--- config.mk ---
export PLATFORM = sky130hd
export DESIGN_NAME = itaf_queue
export DESIGN_NICKNAME = d
export VERILOG_FILES = /design/src/hdl/itaf_pkg.sv /design/src/hdl/itaf_queue.sv
export SDC_FILE = /design/constraint.sdc
export NUM_CORES = 1
export LEC_CHECK = 0
export BUFFER_PORTS_ARGS = -buffer_cell sky130_fd_sc_hd__buf_4
export CAP_MARGIN = 5
export CORE_MARGIN = 2
export CORE_UTILIZATION = 30
export DETAILED_ROUTE_END_ITERATION = 8
export HOLD_SLACK_MARGIN = 0.1
export SLEW_MARGIN = 5
export SYNTH_ARGS = -nofsm -noshare
export SYNTH_HDL_FRONTEND = slang
export SYNTH_SLANG_ARGS = --single-unit
--- constraint.sdc ---
create_clock -name clk -period 3.1 [get_ports clk]
set_input_delay 0.31 -clock clk [delete_from_list [all_inputs] [get_ports clk]]
set_output_delay 0.31 -clock clk [all_outputs]
set_load 0.02 [all_outputs]
--- src/hdl/itaf_pkg.sv ---
// Package for the integer to ASCII formatter.
// Holds the payload structs, format codes, front-end states and digit helpers.
// No dependencies.
`default_nettype none
package itaf_pkg;
	localparam int MAX_DIGITS = 10;
	localparam int MAX_CHARS  = 11;
	localparam int Q_DEPTH    = 2;
	localparam int Q_AW       = $clog2(Q_DEPTH);

	// ceil(2^35 / 10); (x * RECIP10) >> 35 == x / 10 for every 32-bit x
	localparam logic [31:0] RECIP10    = 32'hCCCC_CCCD;
	localparam int          RECIP_SHIFT = 35;

	localparam logic [7:0] CHAR_MINUS = 8'h2D;
	localparam logic [7:0] CHAR_ZERO  = 8'h30;
	localparam logic [7:0] CHAR_LC_A  = 8'h61;
	localparam logic [7:0] CHAR_UC_A  = 8'h41;

	typedef enum logic [1:0] {
		FMT_SDEC = 2'd0,
		FMT_UDEC = 2'd1,
		FMT_HEXL = 2'd2,
		FMT_HEXU = 2'd3
	} fmt_t;

	typedef enum logic [1:0] {
		F_IDLE,
		F_CONV,
		F_PUSH
	} front_state_t;

	typedef struct packed {
		logic [1:0]  req_type;
		logic [31:0] value;
	} in_item_t;

	typedef struct packed {
		logic [7:0] char_out;
		logic       is_last;
		logic [3:0] char_count;
	} out_item_t;

	// One converted number: digits most significant in slot 0
	typedef struct packed {
		logic [MAX_DIGITS-1:0][3:0] digs;
		logic [3:0]                 ndig;
		logic                       neg;
		logic                       upper;
	} job_t;

	function automatic logic [7:0] digit_ascii(input logic [3:0] d, input logic upper);
		logic [7:0] res;
		if (d < 4'd10) begin
			res = CHAR_ZERO + {4'd0, d};
		end else if (upper) begin
			res = CHAR_UC_A + {4'd0, d} - 8'd10;
		end else begin
			res = CHAR_LC_A + {4'd0, d} - 8'd10;
		end
		return res;
	endfunction
endpackage
`default_nettype wire

--- src/hdl/itaf_queue.sv ---
// Short job queue between the front and back ends.
// Uses itaf_pkg for the job record type and depth.
`default_nettype none
module itaf_queue (
	input  wire logic           clk,
	input  wire logic           arst_n,
	input  wire logic           wr_valid,
	output logic                wr_ready,
	input  wire itaf_pkg::job_t wr_data,
	output logic                rd_valid,
	input  wire logic           rd_ready,
	output itaf_pkg::job_t      rd_data
);
	import itaf_pkg::*;

	job_t            mem_q [Q_DEPTH];
	logic [Q_AW-1:0] wr_ptr_q;
	logic [Q_AW-1:0] rd_ptr_q;
	logic [Q_AW:0]   count_q;
	logic            push;
	logic            pop;

	assign wr_ready = (count_q != (Q_AW+1)'(Q_DEPTH));
	assign rd_valid = (count_q != '0);
	assign push     = wr_valid && wr_ready;
	assign pop      = rd_valid && rd_ready;
	assign rd_data  = mem_q[rd_ptr_q];

	always_ff @(posedge clk or negedge arst_n) begin
		if (!arst_n) begin
			wr_ptr_q <= '0;
			rd_ptr_q <= '0;
			count_q  <= '0;
		end else begin
			if (push) begin
				wr_ptr_q <= (wr_ptr_q == Q_AW'(Q_DEPTH - 1)) ? '0 : wr_ptr_q + 1'b1;
			end
			if (pop) begin
				rd_ptr_q <= (rd_ptr_q == Q_AW'(Q_DEPTH - 1)) ? '0 : rd_ptr_q + 1'b1;
			end
			count_q <= count_q + (Q_AW+1)'(push) - (Q_AW+1)'(pop);
		end
	end

	always_ff @(posedge clk) begin
		if (push) begin
			mem_q[wr_ptr_q] <= wr_data;
		end
	end
endmodule
`default_nettype wire

---- Word level (Yosys, flattened, before mapping) ----
Memories as Yosys holds them, arrays and structs flattened.
Index checks and enable logic that the tools add are counted.
word-level totals
  register bits after elaboration ......... 4
  memory bits (writable) .................. 92
  bits of input ports ..................... 50
  output and inout port bits .............. 48
  logic and storage cells ................. 16
  memories kept ........................... 1
operators by class
  add/sub/neg operators ................... 4
  equality and inequality tests ........... 1
  mux-type cells .......................... 4
  reduce and logical (&&, ||, !) cells .... 3
memories
  memory  words  bits a word  rd ports  clocked after Yosys merged registers in  wr ports  RTL line          RTL
  mem_q   2      46           1         0                                        1         itaf_queue.sv:16  job_t mem_q [Q_DEPTH];
operators by type and width
  operator                                       number
  1-bit 2-to-1 mux                               4
  1-bit adder (second input constant)            2
  2-bit by 1-bit adder with 2-bit output         1
  1-bit logical AND                              2
  2-bit inequality test (second input constant)  1
  2-bit nonzero test                             1
  2-bit by 1-bit subtractor with 2-bit output    1

---- Logic depth before layout (Yosys ltp) ----
  depth in word-level cells ............... 4
  depth in mapped cells ................... 5
  depth with buffers taken out ............ 5

---- Least setup slack after synthesis ----
OpenSTA, ideal clock, no wires.
  path kind ............................... register -> register
  start point ............................. reg count_q[0]
  end point ............................... mem mem_q[0][0] (netlist bit) (enable)
  setup time .............................. 0.450 ns
  data arrival time ....................... 2.738 ns
  required time ........................... 2.650 ns
  slack ................................... -0.087 ns
  cell stages (with the launch flop) ...... 4
  path buffers ............................ 0
  clock period less this slack ............ 3.187 ns
  path through ............................ dfrtp_1 > nand2b_1 > nand2_1 > nor2_1
between the ends
  longest elaborated chain between the ends .. 4
ends and longest elaborated chain
  element                                 RTL line          RTL
  start, declared                         itaf_queue.sv:19  logic [Q_AW:0] count_q;
  start signal, assigned                  itaf_queue.sv:41  count_q <= count_q + (Q_AW+1)'(push) - (Q_AW+1)'(pop);
  2-bit inequality test                   itaf_queue.sv:23  assign wr_ready = (count_q != (Q_AW+1)'(Q_DEPTH));
  via wr_ready                            itaf_queue.sv:8   output logic wr_ready,
  1-bit logical AND                       itaf_queue.sv:25  assign push = wr_valid && wr_ready;
  1-bit 2-to-1 mux                        itaf_queue.sv:46  if (push) begin
  1-bit 2-to-1 mux (implied by the code)  itaf_queue.sv:47  mem_q[wr_ptr_q] <= wr_data;
  end, declared                           itaf_queue.sv:16
The timed path passes the listed nets, and every way through them passes these cells.

==> summary.md <==
| Metric | Value |
|---|---|
| CTS H-tree lvls | `3` |
| Share of cells above drive strength 1 | `59.71%` |
| Synthesized area | `0.003546 sq mm` |
| Synth warnings | `0` |
| Final setup violation count | `0` |
| DIE HEIGHT | `112.7 microns` |
| Gate Count Post-Synth | `165` |
| Slew Limit Fails | `0` |
| CP max-delay cell | `dfrtp_2` |
| Worst Hold Class | `input port to register` |
| Worst-Margin Slew | `0.7397 ns` |
| CTS Sinks | `96` |
| Setup crit end kind | `output port` |
| Worst R2R Path Depth | `3` |
| Port Buf Inserts | `97` |
| Vias per cell | `about 4.4` |
| First-pass GRT wire length | `10.06 mm` |
| Hold path cells | `1` |
| Yosys top cell area share | `77.91%` |
| Starting DRT DRC Count | `112` |
| Status | `finished clean` |
| Routed len/inst | `15.46 microns` |
| Setup TNS | `0 ns` |
| Largest net degree at the start of global routing | `33` |
| VDD IR max | `465.2 uV` |
| CTS Buffer Depth | `2` |
| Largest stage delay, worst path | `0.79 ns` |
| Post-CTS Resized | `0` |
| Max Fclk | `440.7 MHz` |
| Final Util | `42.02%` |
| Placed cell count | `between 400 and 500` |
| CTS Buf Count | `9` |
| Die Area | `0.01271 sq mm` |
| Area contributors post-synth | `edfxtp_1 78%, mux2_2 15%, dfrtp_1 2.8%` |
| Met2 Use GR | `between 10% and 20%` |
| Chip Width | `112.7 microns` |
| Unrepaired setup endpoints after global routing | `no` |
| TritonCTS clock tree | `built` |
| Final Hold Violating Endpoints | `0` |
| Area growth from synthesis to layout | `35.89%` |
| Core footprint | `between 0.01 and 0.015 sq mm` |
| Final Cycle Share | `around three quarters` |
| Sequential share of the synthesized area | `80.73%` |
| Diode count | `0` |
| Synth unique cells | `19` |
| CP cell instances | `buf_12 -> mux2_2 -> buf_4` |
| Yosys reg bits | `96` |
| Hold_buf cts | `1` |
| Starting Density | `30.92%` |
| Routability cong. | `~0.64` |
| First drt pass iteration count | `4` |
| Worst skew pair latency | `0.34 ns` |
| Worst setup SP type | `register` |
| Post-CTS Setup Bufs | `0` |
| Final net count | `324` |
| Routing usage on met3 | `4.981%` |
| Via count | `1856` |
| Vias in the first global route | `1899` |
| Non-Filler Instances | `421` |
| Remaining antenna violation count | `0` |
| Worst Path Required | `2.79 ns` |
| GRT Residual Overflow | `0` |
| M1 GR Usage | `13.37%` |
| DR DRC count | `0` |
| CP Data Arrival Time | `1.96 ns` |
| Detailed Route WL | `6.508 mm` |
| Hold_ws | `0.1531 ns` |
| Pwr/cell area | `988.3 mW/mm^2` |
| WS Path Type | `register to output port` |
| Slew margin rel. | `50.69%` |
| Clock Skews | `0.007846 ns` |
| Leading area contributor after synthesis | `edfxtp_1` |
| Clock Pin Slew Worst Setup and Hold Paths | `0.07 ns` |
| Layer with the highest usage | `met2` |
| Leak | `1.794 nW` |
| Initial antenna violation count | `0` |
| Number of placement rows | `39` |
| Clock root buffer | `clkbuf_16` |
| Min Tclk post-route | `between 2 and 2.5 ns` |
| Tot GR Track Use | `10.77%` |
| Syn Area/Cell | `21.49 sq um` |
| Syn_nets | `216` |
| Worst-path fanout max | `26` |
| I/O pin cnt | `a little under 100` |
| DP Wirelength | `4.112 mm` |
| Total Power | `4.762 mW` |
| Max Cap Viol | `0` |
[critical path, delay by kind of cell (launching register included)]
family   cells  cell delay [ns]
flops        1             0.79
buf+inv      2             0.43
mux          1             0.37
[routing by layer]
layer	up-vias	wire, microns
met5	-	0
met4	0	84
met3	6	447
met2	63	3107
met1	922	2869
li1	865	-
[placed cells by master, fill, tap and decap left out, drive strengths merged, types with 2 or more instances in the layout]
master and instances:
edfxtp 92, buf 101, clkbuf 10, dfrtp 4, nand2 2, mux2 46
xnor2 3, clkinv 2, bufinv 3, nor2 3
[cell usage after synthesis]
library cell and instances:
nand2b_1 1, nand2_1 2, edfxtp_1 92, nor2_1 3, and3_1 1, buf_2 1
a211oi_1 1, o21ai_0 1, buf_4 1, a21bo_1 1, nor2b_1 1, dfrtp_1 4
buf_6 3, ha_1 1, or2_2 1, a32oi_1 1, mux2_2 46, nand3_1 1
xnor2_1 3
[registers in the layout, indices dropped and copies added, names as in the netlist]
| name | count |
|---|---|
| mem_q | 92 |
| count_q | 2 |
| rd_ptr_q | 1 |
| wr_ptr_q | 1 |
[final cells by class]
type	count	area [sq um]
sequential	96	2864
tap	143	178.9
clock buffer	10	229.0
multi-input combinational	64	645.6
fill	1047	6649
clock inverter	6	107.6
timing repair buffer	102	793.3
[path summary, 6_finish.rpt]
path | startpoint | to | slack [ns]
max reg2reg | count_q[0] | mem_q[1][19] | 1.08
max | rd_ptr_q | rd_data[8] | 0.83
max in group asynchronous | arst_n | rd_ptr_q | 2.67
min in group asynchronous | arst_n | count_q[0] | 0.31
min | wr_data[14] | mem_q[1][14] | 0.15
min reg2reg | wr_ptr_q | wr_ptr_q | 0.55
[cell families (layout without fill, tap and decap cells)]
kind of cell    after synthesis  in the layout  synth area share (%)
flops                        96             96                 80.73
xor+xnor                      3              3                0.7411
mux                          46             46                 14.61
simple gates                 10             10                 1.377
buf+inv                       5            118                 1.305
compound gates                4              4                0.8821
fa+ha+maj                     1              1                0.3528
[through the flow]
step | instance area (sq um) | worst slack (ns)
after floorplan | 3548 | 0.6719
after global placement | 4472 | 1.084
after detailed placement | 4472 | 1.054
after CTS | 4818 | 0.7745
after global routing | 4818 | 0.7245
final | 4818 | 0.8311
[power breakdown]
group | internal (mW) | switching, mW | leakage [nW]
logic | 0.762 | 0.838 | 0.730
clock network | 0.785 | 0.453 | 0.162
registers | 1.77 | 0.149 | 0.902
(Power assumes the default switching activity.)
