<file path="src/hdl/itaf_pkg.sv">
// Package for the integer to ASCII formatter.
// Holds the payload structs, format codes, front-end states and digit helpers.
// No dependencies.
`default_nettype none
package itaf_pkg;
	localparam int MAX_DIGITS = 10;
	localparam int MAX_CHARS  = 11;
	localparam int Q_DEPTH    = 2;
	localparam int Q_AW       = $clog2(Q_DEPTH);

	// ceil(2^35 / 10); (x * RECIP10) >> 35 == x / 10 for every 32-bit x
	localparam logic [31:0] RECIP10    = 32'hCCCC_CCCD;
	localparam int          RECIP_SHIFT = 35;

	localparam logic [7:0] CHAR_MINUS = 8'h2D;
	localparam logic [7:0] CHAR_ZERO  = 8'h30;
	localparam logic [7:0] CHAR_LC_A  = 8'h61;
	localparam logic [7:0] CHAR_UC_A  = 8'h41;

	typedef enum logic [1:0] {
		FMT_SDEC = 2'd0,
		FMT_UDEC = 2'd1,
		FMT_HEXL = 2'd2,
		FMT_HEXU = 2'd3
	} fmt_t;

	typedef enum logic [1:0] {
		F_IDLE,
		F_CONV,
		F_PUSH
	} front_state_t;

	typedef struct packed {
		logic [1:0]  req_type;
		logic [31:0] value;
	} in_item_t;

	typedef struct packed {
		logic [7:0] char_out;
		logic       is_last;
		logic [3:0] char_count;
	} out_item_t;

	// One converted number: digits most significant in slot 0
	typedef struct packed {
		logic [MAX_DIGITS-1:0][3:0] digs;
		logic [3:0]                 ndig;
		logic                       neg;
		logic                       upper;
	} job_t;

	function automatic logic [7:0] digit_ascii(input logic [3:0] d, input logic upper);
		logic [7:0] res;
		if (d < 4'd10) begin
			res = CHAR_ZERO + {4'd0, d};
		end else if (upper) begin
			res = CHAR_UC_A + {4'd0, d} - 8'd10;
		end else begin
			res = CHAR_LC_A + {4'd0, d} - 8'd10;
		end
		return res;
	endfunction
endpackage
`default_nettype wire

</file>
<file path="src/hdl/itaf_back.sv">
// Back end: takes converted jobs and streams their characters, sign first,
// through a registered output stage. Uses itaf_pkg.
`default_nettype none
module itaf_back (
	input  wire logic           clk,
	input  wire logic           arst_n,
	input  wire logic           job_valid,
	output logic                job_ready,
	input  wire itaf_pkg::job_t job_data,
	output logic                out_valid,
	input  wire logic           out_ready,
	output itaf_pkg::out_item_t out_data
);
	import itaf_pkg::*;

	logic                       busy_q;
	logic [MAX_DIGITS-1:0][3:0] digs_q;
	logic [3:0]                 left_q;
	logic                       neg_q;
	logic                       upper_q;
	logic [3:0]                 total_q;
	logic                       out_valid_q;
	out_item_t                  out_q;
	logic                       adv;
	logic                       fin;

	assign adv       = !out_valid_q || out_ready;
	assign job_ready = !busy_q;
	assign fin       = !neg_q && (left_q == 4'd1);

	always_ff @(posedge clk or negedge arst_n) begin
		if (!arst_n) begin
			busy_q      <= 1'b0;
			out_valid_q <= 1'b0;
		end else if (!busy_q) begin
			if (job_valid) begin
				busy_q <= 1'b1;
			end
			if (adv) begin
				out_valid_q <= 1'b0;
			end
		end else if (adv) begin
			out_valid_q <= 1'b1;
			if (fin) begin
				busy_q <= 1'b0;
			end
		end
	end

	always_ff @(posedge clk) begin
		if (!busy_q) begin
			if (job_valid) begin
				digs_q  <= job_data.digs;
				left_q  <= job_data.ndig;
				neg_q   <= job_data.neg;
				upper_q <= job_data.upper;
				total_q <= job_data.ndig + {3'd0, job_data.neg};
			end
		end else if (adv) begin
			if (neg_q) begin
				out_q.char_out   <= CHAR_MINUS;
				out_q.is_last    <= 1'b0;
				out_q.char_count <= 4'd0;
				neg_q            <= 1'b0;
			end else begin
				out_q.char_out   <= digit_ascii(digs_q[0], upper_q);
				out_q.is_last    <= fin;
				out_q.char_count <= fin ? total_q : 4'd0;
				digs_q           <= {4'd0, digs_q[MAX_DIGITS-1:1]};
				left_q           <= left_q - 4'd1;
			end
		end
	end

	assign out_valid = out_valid_q;
	assign out_data  = out_q;

	a_count_only_last: assert property (@(posedge clk) disable iff (!arst_n)
		(out_valid_q && !out_q.is_last) |-> out_q.char_count == 4'd0)
		else $error("character count on a non-final character");

	a_count_range: assert property (@(posedge clk) disable iff (!arst_n)
		(out_valid_q && out_q.is_last) |->
			(out_q.char_count != 4'd0 && out_q.char_count <= 4'(MAX_CHARS)))
		else $error("final character count out of range");

	a_digits_pending: assert property (@(posedge clk) disable iff (!arst_n)
		busy_q |-> left_q != 4'd0)
		else $error("back end busy with no digits left");
endmodule
`default_nettype wire
</file>
<file path="config.mk">
export PLATFORM = sky130hd
export DESIGN_NAME = itaf_back
export DESIGN_NICKNAME = d
export VERILOG_FILES = /design/src/hdl/itaf_pkg.sv /design/src/hdl/itaf_back.sv
export SDC_FILE = /design/constraint.sdc
export NUM_CORES = 1
export LEC_CHECK = 0
export ABC_AREA = 1
export BUFFER_PORTS_ARGS = -buffer_cell sky130_fd_sc_hd__buf_2
export CAP_MARGIN = 25
export CELL_PAD_IN_SITES_DETAIL_PLACEMENT = 1
export CELL_PAD_IN_SITES_GLOBAL_PLACEMENT = 2
export CORE_AREA = 8 8 89 130
export DETAILED_ROUTE_END_ITERATION = 12
export DIE_AREA = 0 0 97 138
export PLACE_DENSITY_LB_ADDON = 0.1
export SYNTH_ARGS = -nofsm -noshare
export SYNTH_HDL_FRONTEND = slang
export SYNTH_SLANG_ARGS = --single-unit
</file>
<file path="constraint.sdc">
create_clock -name clk -period 3.3 [get_ports clk]
set_clock_uncertainty 0.15 [all_clocks]
set_input_delay 0.495 -clock clk [delete_from_list [all_inputs] [get_ports clk]]
set_output_delay 0.495 -clock clk [all_outputs]
set_load 0.005 [all_outputs]
</file>
; Word-level counts from Yosys, hierarchy flattened
; Cells that the tools add are included.
[classes]
n_shift = 0
n_eq_ne = 3
addsub = 7
div = 0
bitwise = 2
n_mul = 0
reduce_logical = 11
order_cmp = 1
mux = 19
[op_table]
columns = operator, n
row1 = $mux 40, 4
row2 = $add 7x4->8 const A, 2
row3 = $mux 4, 4
row4 = $mux 8, 2
row5 = $sub 8x4->8 const B, 2
row6 = $mux 1, 9
row7 = $add 6x4->7 const A, 1
row8 = $reduce_and 2->1, 3
row9 = $add 4x1->4, 1
row10 = $eq 4x1->1 const B, 1
row11 = $lt 4x4->1 const B, 1
row12 = $sub 4x1->4 const B, 1
row13 = $logic_not 1->1, 3
row14 = $reduce_and 3->1, 1
row15 = $ne 2x1->1 const B, 1
row16 = $ne 2x2->1 const B, 1
row17 = $not 1->1, 2
row18 = $reduce_bool 2->1, 1
row19 = $reduce_or 2->1, 1
row20 = $logic_and 1x1->1, 1
row21 = $logic_or 1x1->1, 1
[totals]
memories = 0
mem_bits_ro = 0
ramBits = 0
elab_cells = 62
latchBits = 0
reg_bits = 65
input_bits = 50

; Longest topological paths before layout
; Gate-level depths: netlist of run 1.
[logic_depth]
word_depth = 5
mapped_depth = 6
ltp_nobuf = 6

; Worst setup path before layout of run 1
; Ideal clock, no wire load.
[synth_timing]
path_type = input -> register
from = in out_ready
to = reg digs_q[0] in the netlist's numbering, enable pin
path_slack_ps = -159
path_buffers = 0
stages = 4
arrival_ps = 2848
required_time_ps = 2689
cell_sequence = inv_1 nand2_1 nand2_1 o22ai_1
[synth_via]
elab_chain_cells = 3
[synth_rtl]
columns = item, line_no
row1 = "start, declared", itaf_back.sv:11  ; input wire logic out_ready,
row2 = $logic_or 1x1->1, itaf_back.sv:27  ; assign adv = !out_valid_q || out_ready;
row3 = $ne 2x1->1 (no line), n/a
row4 = $reduce_and 3->1 (no line), n/a
row5 = "end signal, assigned", itaf_back.sv:53  ; digs_q <= job_data.digs;
row6 = "end signal, assigned", itaf_back.sv:69  ; digs_q <= {4'd0, digs_q[MAX_DIGITS-1:1]};
row7 = "end, declared", itaf_back.sv:17  ; logic [MAX_DIGITS-1:0][3:0] digs_q;
; Every way passes these cells.
; A chain may end at the register's enable or synchronous reset.

; Final worst setup path of run 1
[layout_timing]
from = reg busy_q
to = reg digs_q[1] in the netlist's numbering, enable pin
[layout_via]
elab_chain_cells = 2
[layout_rtl]
columns = item, line_no
row1 = "start, declared", itaf_back.sv:16  ; logic busy_q;
row2 = "start signal, assigned", itaf_back.sv:33  ; busy_q <= 1'b0;
row3 = "start signal, assigned", itaf_back.sv:37  ; busy_q <= 1'b1;
row4 = "start signal, assigned", itaf_back.sv:45  ; busy_q <= 1'b0;
row5 = $ne 2x1->1 (no line) (tied with other cells), n/a
row6 = $reduce_and 3->1 (no line) *, n/a
; Every way passes the cells marked *; elsewhere a longest branch is shown, timed or not.

==> results of run 1 <==
==> worst min-delay path by stage <==
stage / start / end / slack [ps] / cells past startpoint
after floorplan: arst_n / busy_q$_DFF_PN0_ / 50 / 0
after global placement: arst_n / out_valid$_DFFE_PN0P_ / 130 / 1
after detailed placement: arst_n / out_valid$_DFFE_PN0P_ / 130 / 1
after CTS: job_data[0] / upper_q$_DFFE_PP_ / 200 / 1
after global routing: job_data[0] / upper_q$_DFFE_PP_ / 210 / 1
final: job_data[0] / upper_q$_DFFE_PP_ / 210 / 1
==> sequential cells by signal, indices dropped and copies added, names as in the netlist <==
signal     cells
total_q        4
neg_q          1
busy_q         1
out_data      12
left_q         4
digs_q        40
out_valid      1
upper_q        1
==> area by class of cell <==
| class | count | area, um2 | share of cell area (%) |
|---|---|---|---|
| clock buffer | 10 | 229.0 | 6.517 |
| clock inverter | 6 | 50.05 | 1.425 |
| inverter | 25 | 93.84 | 2.671 |
| multi-input combinational | 170 | 743.2 | 21.15 |
| sequential | 64 | 1913 | 54.45 |
| tap | 115 | 143.9 | 4.095 |
| timing repair buffer | 66 | 340.3 | 9.687 |
==> per-stage QoR <==
step                      util [%]  hold slack [ps]  instance area [um2]  setup WS [ps]
after detailed placement     33.47            134.0                 3224           1033
final                        36.47            208.7                 3513           1083
after global placement       33.47            132.9                 3224           1066
after floorplan                  -            49.41                 2815          897.5
after global routing         36.47            212.6                 3513          894.4
after CTS                    36.47            196.9                 3513           1029
==> where the power goes <==
group	internal, mW	switching [mW]
sequential	1.02	0.0309
combinational	0.0954	0.151
clock	0.572	0.316
==> routing by layer <==
metal / share of wire [%] / global-route usage (%) / vias to the layer above / wire length [um]
li1: - / - / 1000 / -
met3: 5.4 / 3.042 / 10 / 324
met1: 42 / 9.845 / 917 / 2510
met4: 2.5 / 6.347 / 0 / 148
met5: 0 / 0 / - / 0
met2: 50 / 15.84 / 46 / 2994
==> cell usage in the layout, fill, tap and decap left out, drive strengths merged <==
| cell | Yosys | layout |
|---|---|---|
| clkinv | 0 | 5 |
| clkbuf | 0 | 10 |
| nand4 | 1 | 1 |
| edfxtp | 62 | 62 |
| o22ai | 1 | 1 |
| nor2 | 17 | 17 |
| ha | 5 | 5 |
| dfrtp | 2 | 2 |
| xnor2 | 2 | 2 |
| nand3 | 9 | 9 |
| xor2 | 1 | 1 |
| and2 | 1 | 1 |
| buf | 10 | 65 |
| dlygate4sd3 | 0 | 1 |
| inv | 25 | 25 |
| bufinv | 0 | 1 |
| o21ai | 7 | 7 |
| conb | 1 | 1 |
| nand2 | 125 | 125 |
==> cell families (layout without fill, tap and decap cells) <==
kind of cell / Yosys count / count (layout) / share of synthesized area (%)
flip-flops: 64 / 64 / 68.06
AND/OR/NAND/NOR: 153 / 153 / 21.20
adder cells (fa/ha/maj): 5 / 5 / 2.227
AO/OA/AOI/OAI: 8 / 8 / 1.470
other: 1 / 1 / 0.1335
buffers and inverters: 35 / 107 / 5.968
XOR/XNOR: 3 / 3 / 0.9356
==> run summary, run 1 <==
RSZ-0062 raised after global routing - no
Most frequent cell after synthesis - nand2_1
Floorplan row count - 44
Via count - 1973
Period minus WS final - 2217 ps
Crit start category - flop
Synthesis-to-layout area growth - 25.08%
Die span in x - 97 um
Synth Cell Area - 2809 um2
Clk_lat worst skew - 320 ps
1st-iter DRT viols - 43
Hold WC Path Type - primary input to flop
Placed Instances - 439
Die height - 138 um
Endpoints failing setup - 0
Yosys warns - 0
Synth Net Count - 324
Critical path's slowest cell - buf_4
I/O pins - 65
R2R Setup Slk - 1080 ps
Critical Path RT - 3110 ps
Pins Over Slew Limit - 0
Worst EP arrival - 2020 ps
DIE AREA - 13390 um2
DRT Pass-1 Iters - 4
Setup bufs post-CTS - 0
Detail Route Antenna Nets - 0
First-pass GRT wire length - 10090 um
Synth cell count leaders - nand2_1, edfxtp_1, inv_1
Area of the core - 9634 um2
Power per cell area - 622.8 nW/um2
CP top delay family - buffers and inverters
Fill count - 1108
Post-synth EDFFs - 62
TNS Setup - 0 ps
Clk pin slew, worst setup/hold paths - 50 ps
Synthesized flop and latch total - 64
Largest net degree at the start of global routing - 48
Worst slew margin - 49.63%
Antenna cells - 0
Synth Area per Inst - 10.44 um2
CP max stage delay - 510 ps
LEAKAGE - 1.604 nW
Total power - 2.188 mW
Crit path capture - digs_q[1]$_DFFE_PP_
CP Depth - 4
Clk sinks - 64
Number of global-route vias before repair - 2177
Reg2reg end - digs_q[1]$_DFFE_PP_
PostCTS Resize Cnt - 0
Most common cell on crit path - buf_4
CTS Hold Bufs - 1
Post-DR vias/cell - 4.327
Crit end category - flop
FFs w/ async S/R, synth - 3.125%
Routed length per instance - 13.11 um
Post-route DRC - 0
PortBufs - 63
Total CTS buffers - 9
Synth Instances - 269
Layout cell share with drive strength beyond 1 - 23.75%
Critical path buffer and inverter count - 2
GPL Wtd Cong - 0.7389
Worst Reg-to-Reg Cells - 4
GRT overflow - 0
Fmax achieved - 451.1 MHz
CP startpoint - busy_q$_DFF_PN0_
CTS Buffer Depth - 2
Yosys top cell by area - edfxtp_1
Clock root buffer - clkbuf_16
Placed wire-length estimate - 4149 um
Count of nets after finishing - 391
Distinct cells, synth - 20
Slew @ Worst Pin - 754.4 ps
Register area share after synthesis - 68.06%
Crit-path max FO - 47
Max-cap violations - 0
Ranking of synthesized cells by area - edfxtp_1, nand2_1, inv_1, nor2_1, ha_1
H-tree levels - 3
Setup CP Type - flop to flop
Final WL - 5977 um
Initial antenna violation count - 0
VDD IR max - 361.9 uV
Initial Util - 29.16%
Final hold viol count - 0
Final Cycle Share - 67.17%
Layout Cells excl Fill - 456
Post-synth top area share - 66.28%
Total track usage - 9.454%
Top_reg_cell synth - edfxtp_1
CP cell instances - buf_4 > nand2_1 > o22ai_4 > buf_4
CTS tree - built
Worst r2r src - busy_q$_DFF_PN0_
Status - complete, no violations
No activity file was read; power rests on OpenSTA's default activity.
==> run 2: changes to the inputs <==
--- a/config.mk
+++ b/config.mk
@@ -5,14 +5,14 @@
 export SDC_FILE = /design/constraint.sdc
 export NUM_CORES = 1
 export LEC_CHECK = 0
-export ABC_AREA = 1
+export ABC_AREA = 0
 export BUFFER_PORTS_ARGS = -buffer_cell sky130_fd_sc_hd__buf_2
 export CAP_MARGIN = 25
 export CELL_PAD_IN_SITES_DETAIL_PLACEMENT = 1
 export CELL_PAD_IN_SITES_GLOBAL_PLACEMENT = 2
-export CORE_AREA = 8 8 89 130
+export CORE_AREA = 8 8 80 118
 export DETAILED_ROUTE_END_ITERATION = 12
-export DIE_AREA = 0 0 97 138
+export DIE_AREA = 0 0 88 126
 export PLACE_DENSITY_LB_ADDON = 0.1
 export SYNTH_ARGS = -nofsm -noshare
 export SYNTH_HDL_FRONTEND = slang
==> constraint.sdc (replaced) <==
create_clock -name clk -period 2.2 [get_ports clk]
set_clock_uncertainty 0.15 [all_clocks]
set_input_delay 0.33 -clock clk [delete_from_list [all_inputs] [get_ports clk]]
set_output_delay 0.33 -clock clk [all_outputs]
set_load 0.005 [all_outputs]
==> run 2 against run 1 <==
Critical path depth rose by 1; die area is 17% lower; synthesized cell count down 37%; sequential power rose by 50%; sequential share of layout area up 0.25 points; register-to-register slack worse by 540 ps; wire length down 5.1%; global-route usage is 1.7 points higher; cell area fell by 0.46%; core utilization increased by 8.6 points; maximum frequency grew 34%; hold slack lost 160 ps; critical path type unchanged.
==> run summary, run 2 <==
Status - complete, no violations
Max layer used - met4
CTS tree - built
Max-cap violations - 0 (unchanged)
Floorplan row count - 40 (-9.1%)
Total power - 3.247 mW (+48%)
Post-synth EDFFs - 62 (unchanged)
Pre-CTS setup slack - 563.4 ps (-469.6 ps)
CTS Buffer Depth - 2 (unchanged)
Synth Area per Inst - 16.36 um2 (+57%)
Die height - 126 um (-8.7%)
Pins Over Slew Limit - 0 (unchanged)
Clock share of power - 40.9% (+0.3 points)
Register area - 1913 um2 (unchanged)
Placed wire-length estimate - 4313 um (+4.0%)
PostCTS Resize Cnt - 0 (unchanged)
Post-route DRC - 0 (unchanged)
1st-iter DRT viols - 85 (+98%)
Detail Route Antenna Nets - 0 (unchanged)
Fmax achieved - 604.3 MHz (+34%)
Power per cell area - 928.6 nW/um2 (+49%)
Clock root buffer - clkbuf_16
I/O pins - 65 (unchanged)
Distinct cells, synth - 28 (+40%)
Most common cell after layout, fill and taps aside - buf_2
LEAKAGE - 1.377 nW (-14%)
Multi-input gate area - 782.0 um2 (+5.2%)
DIE AREA - 11090 um2 (-17%)
Via count - 1590 (-19%)
Biggest register - digs_q
Fin util - 45.08% (+8.6 points)
Clk sinks - 64 (unchanged)
Post-synth top area share - 66.94% (+0.66 points)
DRT Pass-1 Iters - 4 (unchanged)
Hold WC Path Type - primary input to flop
VDD IR max - 478.4 uV (+32%)
FFs w/ async S/R, synth - 3.125% (unchanged)
Total CTS buffers - 9 (unchanged)
M1 wire length - 2056 um (-18%)
Setup CP Type - flop to flop
Synthesis-to-layout area growth - 25.73%
TNS Setup - 0 ps (unchanged)
Synth Instances - 170 (-37%)
Number of global-route vias before repair - 1913 (-12%)
Synthesized flop and latch total - 64 (unchanged)
Synth Net Count - 225 (-31%)
Count of nets after finishing - 296 (-24%)
First-pass GRT wire length - 9183 um (-9.0%)
Endpoints failing setup - 0 (unchanged)
Clk_lat worst skew - 320 ps (about the same)
WL met2 - 3152 um (+5.3%)
Fill count - 806 (-27%)
Layout cell share with drive strength beyond 1 - 48.37% (+25 points)
Total track usage - 11.13% (+1.7 points)
Register area share after synthesis - 68.74% (+0.67 points)
RSZ-0062 raised after global routing - no
Final WL - 5674 um (-5.1%)
Area of the core - 7757 um2 (-19%)
Period minus WS final - 1655 ps (-561.9 ps)
Seq pwr share - 48.4% (+0.2 points)
Critical Path RT - 2120 ps (-990 ps)
Routed length on met3 - 348 um (+7.4%)
Ranking of synthesized cells by area - edfxtp_1, mux2_2, ha_1, buf_6, dfrtp_1
Switching power - 0.6858 mW (+38%)
Crit-path max FO - 5 (-89%)
PortBufs - 63 (unchanged)
Largest net degree at the start of global routing - 45 (-6.3%)
Yosys warns - 0 (unchanged)
Crit end category - flop
Comb pwr share - 10.8% (-0.4 points)
Synth Cell Area - 2781 um2 (-0.98%)
Clk pin slew, worst setup/hold paths - 50 ps (about the same)
Hold Worst Slack - 52.48 ps (-156.2 ps)
Initial antenna violation count - 0 (unchanged)
Largest register FFs - 40 (unchanged)
Crit start category - flop
Final Cycle Share - 75.22% (+8.0 points)
Pint - 2.561 mW (+51%)
Most frequent cell after synthesis - edfxtp_1
Post-DR vias/cell - 4.530 (+4.7%)
Final worst slack - 545.2 ps (-538.1 ps)
Synth cell count leaders - edfxtp_1, mux2_2, nand2_1
Commonest cells after routing, fill and taps aside - buf_2, edfxtp_1, mux2_2
Worst EP arrival - 1570 ps (-450 ps)
Initial Util - 35.85% (+6.7 points)
Yosys top cell by area - edfxtp_1
Switching Fraction - 21.12% (-1.6 points)
Routed length per instance - 16.17 um (+23%)
Final hold viol count - 0 (unchanged)
H-tree levels - 3 (unchanged)
GRT overflow - 0 (unchanged)
Die span in x - 88 um (-9.3%)
Top_reg_cell synth - edfxtp_1
Antenna cells - 0 (unchanged)
GPL Wtd Cong - 0.7181 (-2.8%)
run 2: cell families (layout without fill, tap and decap cells):
kind of cell,count (synthesis),after routing,share of synthesized area (%)
xor+xnor,5,5,1.574
other cells,1,1,0.1348
buf+inv,15,91,3.554
simple gates,31,31,6.432
flops,64,64,68.74
mux,36,36,14.57
compound gates,13,13,2.744
fa+ha+maj,5,5,2.249
run 2: final timing paths:
path                            cells past startpoint  slack, ps                        end                 start
min in group asynchronous                           2        180           busy_q$_DFF_PN0_                arst_n
worst min register to register                      1        370  out_data[0]$_SDFFCE_PP0P_  total_q[0]$_DFFE_PP_
worst min-delay path                                1         50          upper_q$_DFFE_PP_           job_data[0]
worst max-delay path                                5        550  out_data[7]$_SDFFCE_PP1P_   digs_q[1]$_DFFE_PP_
worst max register to register                      5        550  out_data[7]$_SDFFCE_PP1P_   digs_q[1]$_DFFE_PP_
max in group asynchronous                           2       1620           busy_q$_DFF_PN0_                arst_n
run 2: critical path, cell delays in order (launching register included):
cell and delay [ps]:
edfxtp_1 410, inv_1 100, ha_1 210, nand2_1 120, nor3_1 80, a211o_2 330
run 2: what timing repair did:
action	CTS	global route
hold endpoints to repair	2	0
buffers inserted	0	0
hold buffers	1	0
run 2: through the flow:
step                      area, um2  std cells
after CTS                      3497        351
final                          3497        351
after global placement         3207        334
after floorplan                2793        170
after detailed placement       3207        334
after global routing           3497        351
run 2: power groups by stage:
stage / clock network (mW) / registers (mW) / logic (mW)
4_1_cts: 1.37 / 1.57 / 0.362
3_3_place_gp: 0 / 1.59 / 0.340
5_1_grt: 1.41 / 1.58 / 0.390
6_report: 1.33 / 1.57 / 0.350
2_1_floorplan: 0 / 1.58 / 0.229
3_5_place_dp: 0 / 1.60 / 0.359
run 2: layer usage:
layer / vias to the layer above / global-route usage, %
met2: 50 / 19.48
met4: 0 / 5.295
met5: - / 0
li1: 772 / -
met3: 7 / 4.818
met1: 761 / 10.67
run 2: area by class of cell:
class                           instances  share of cell area, %
Sequential cell                        64                  54.70
Tap cell                              105                  3.757
Inverter                                8                 0.8587
Multi-Input combinational cell         91                  22.36
Timing Repair Buffer                   67                  10.30
Clock buffer                           11                  6.655
Clock inverter                          5                  1.360
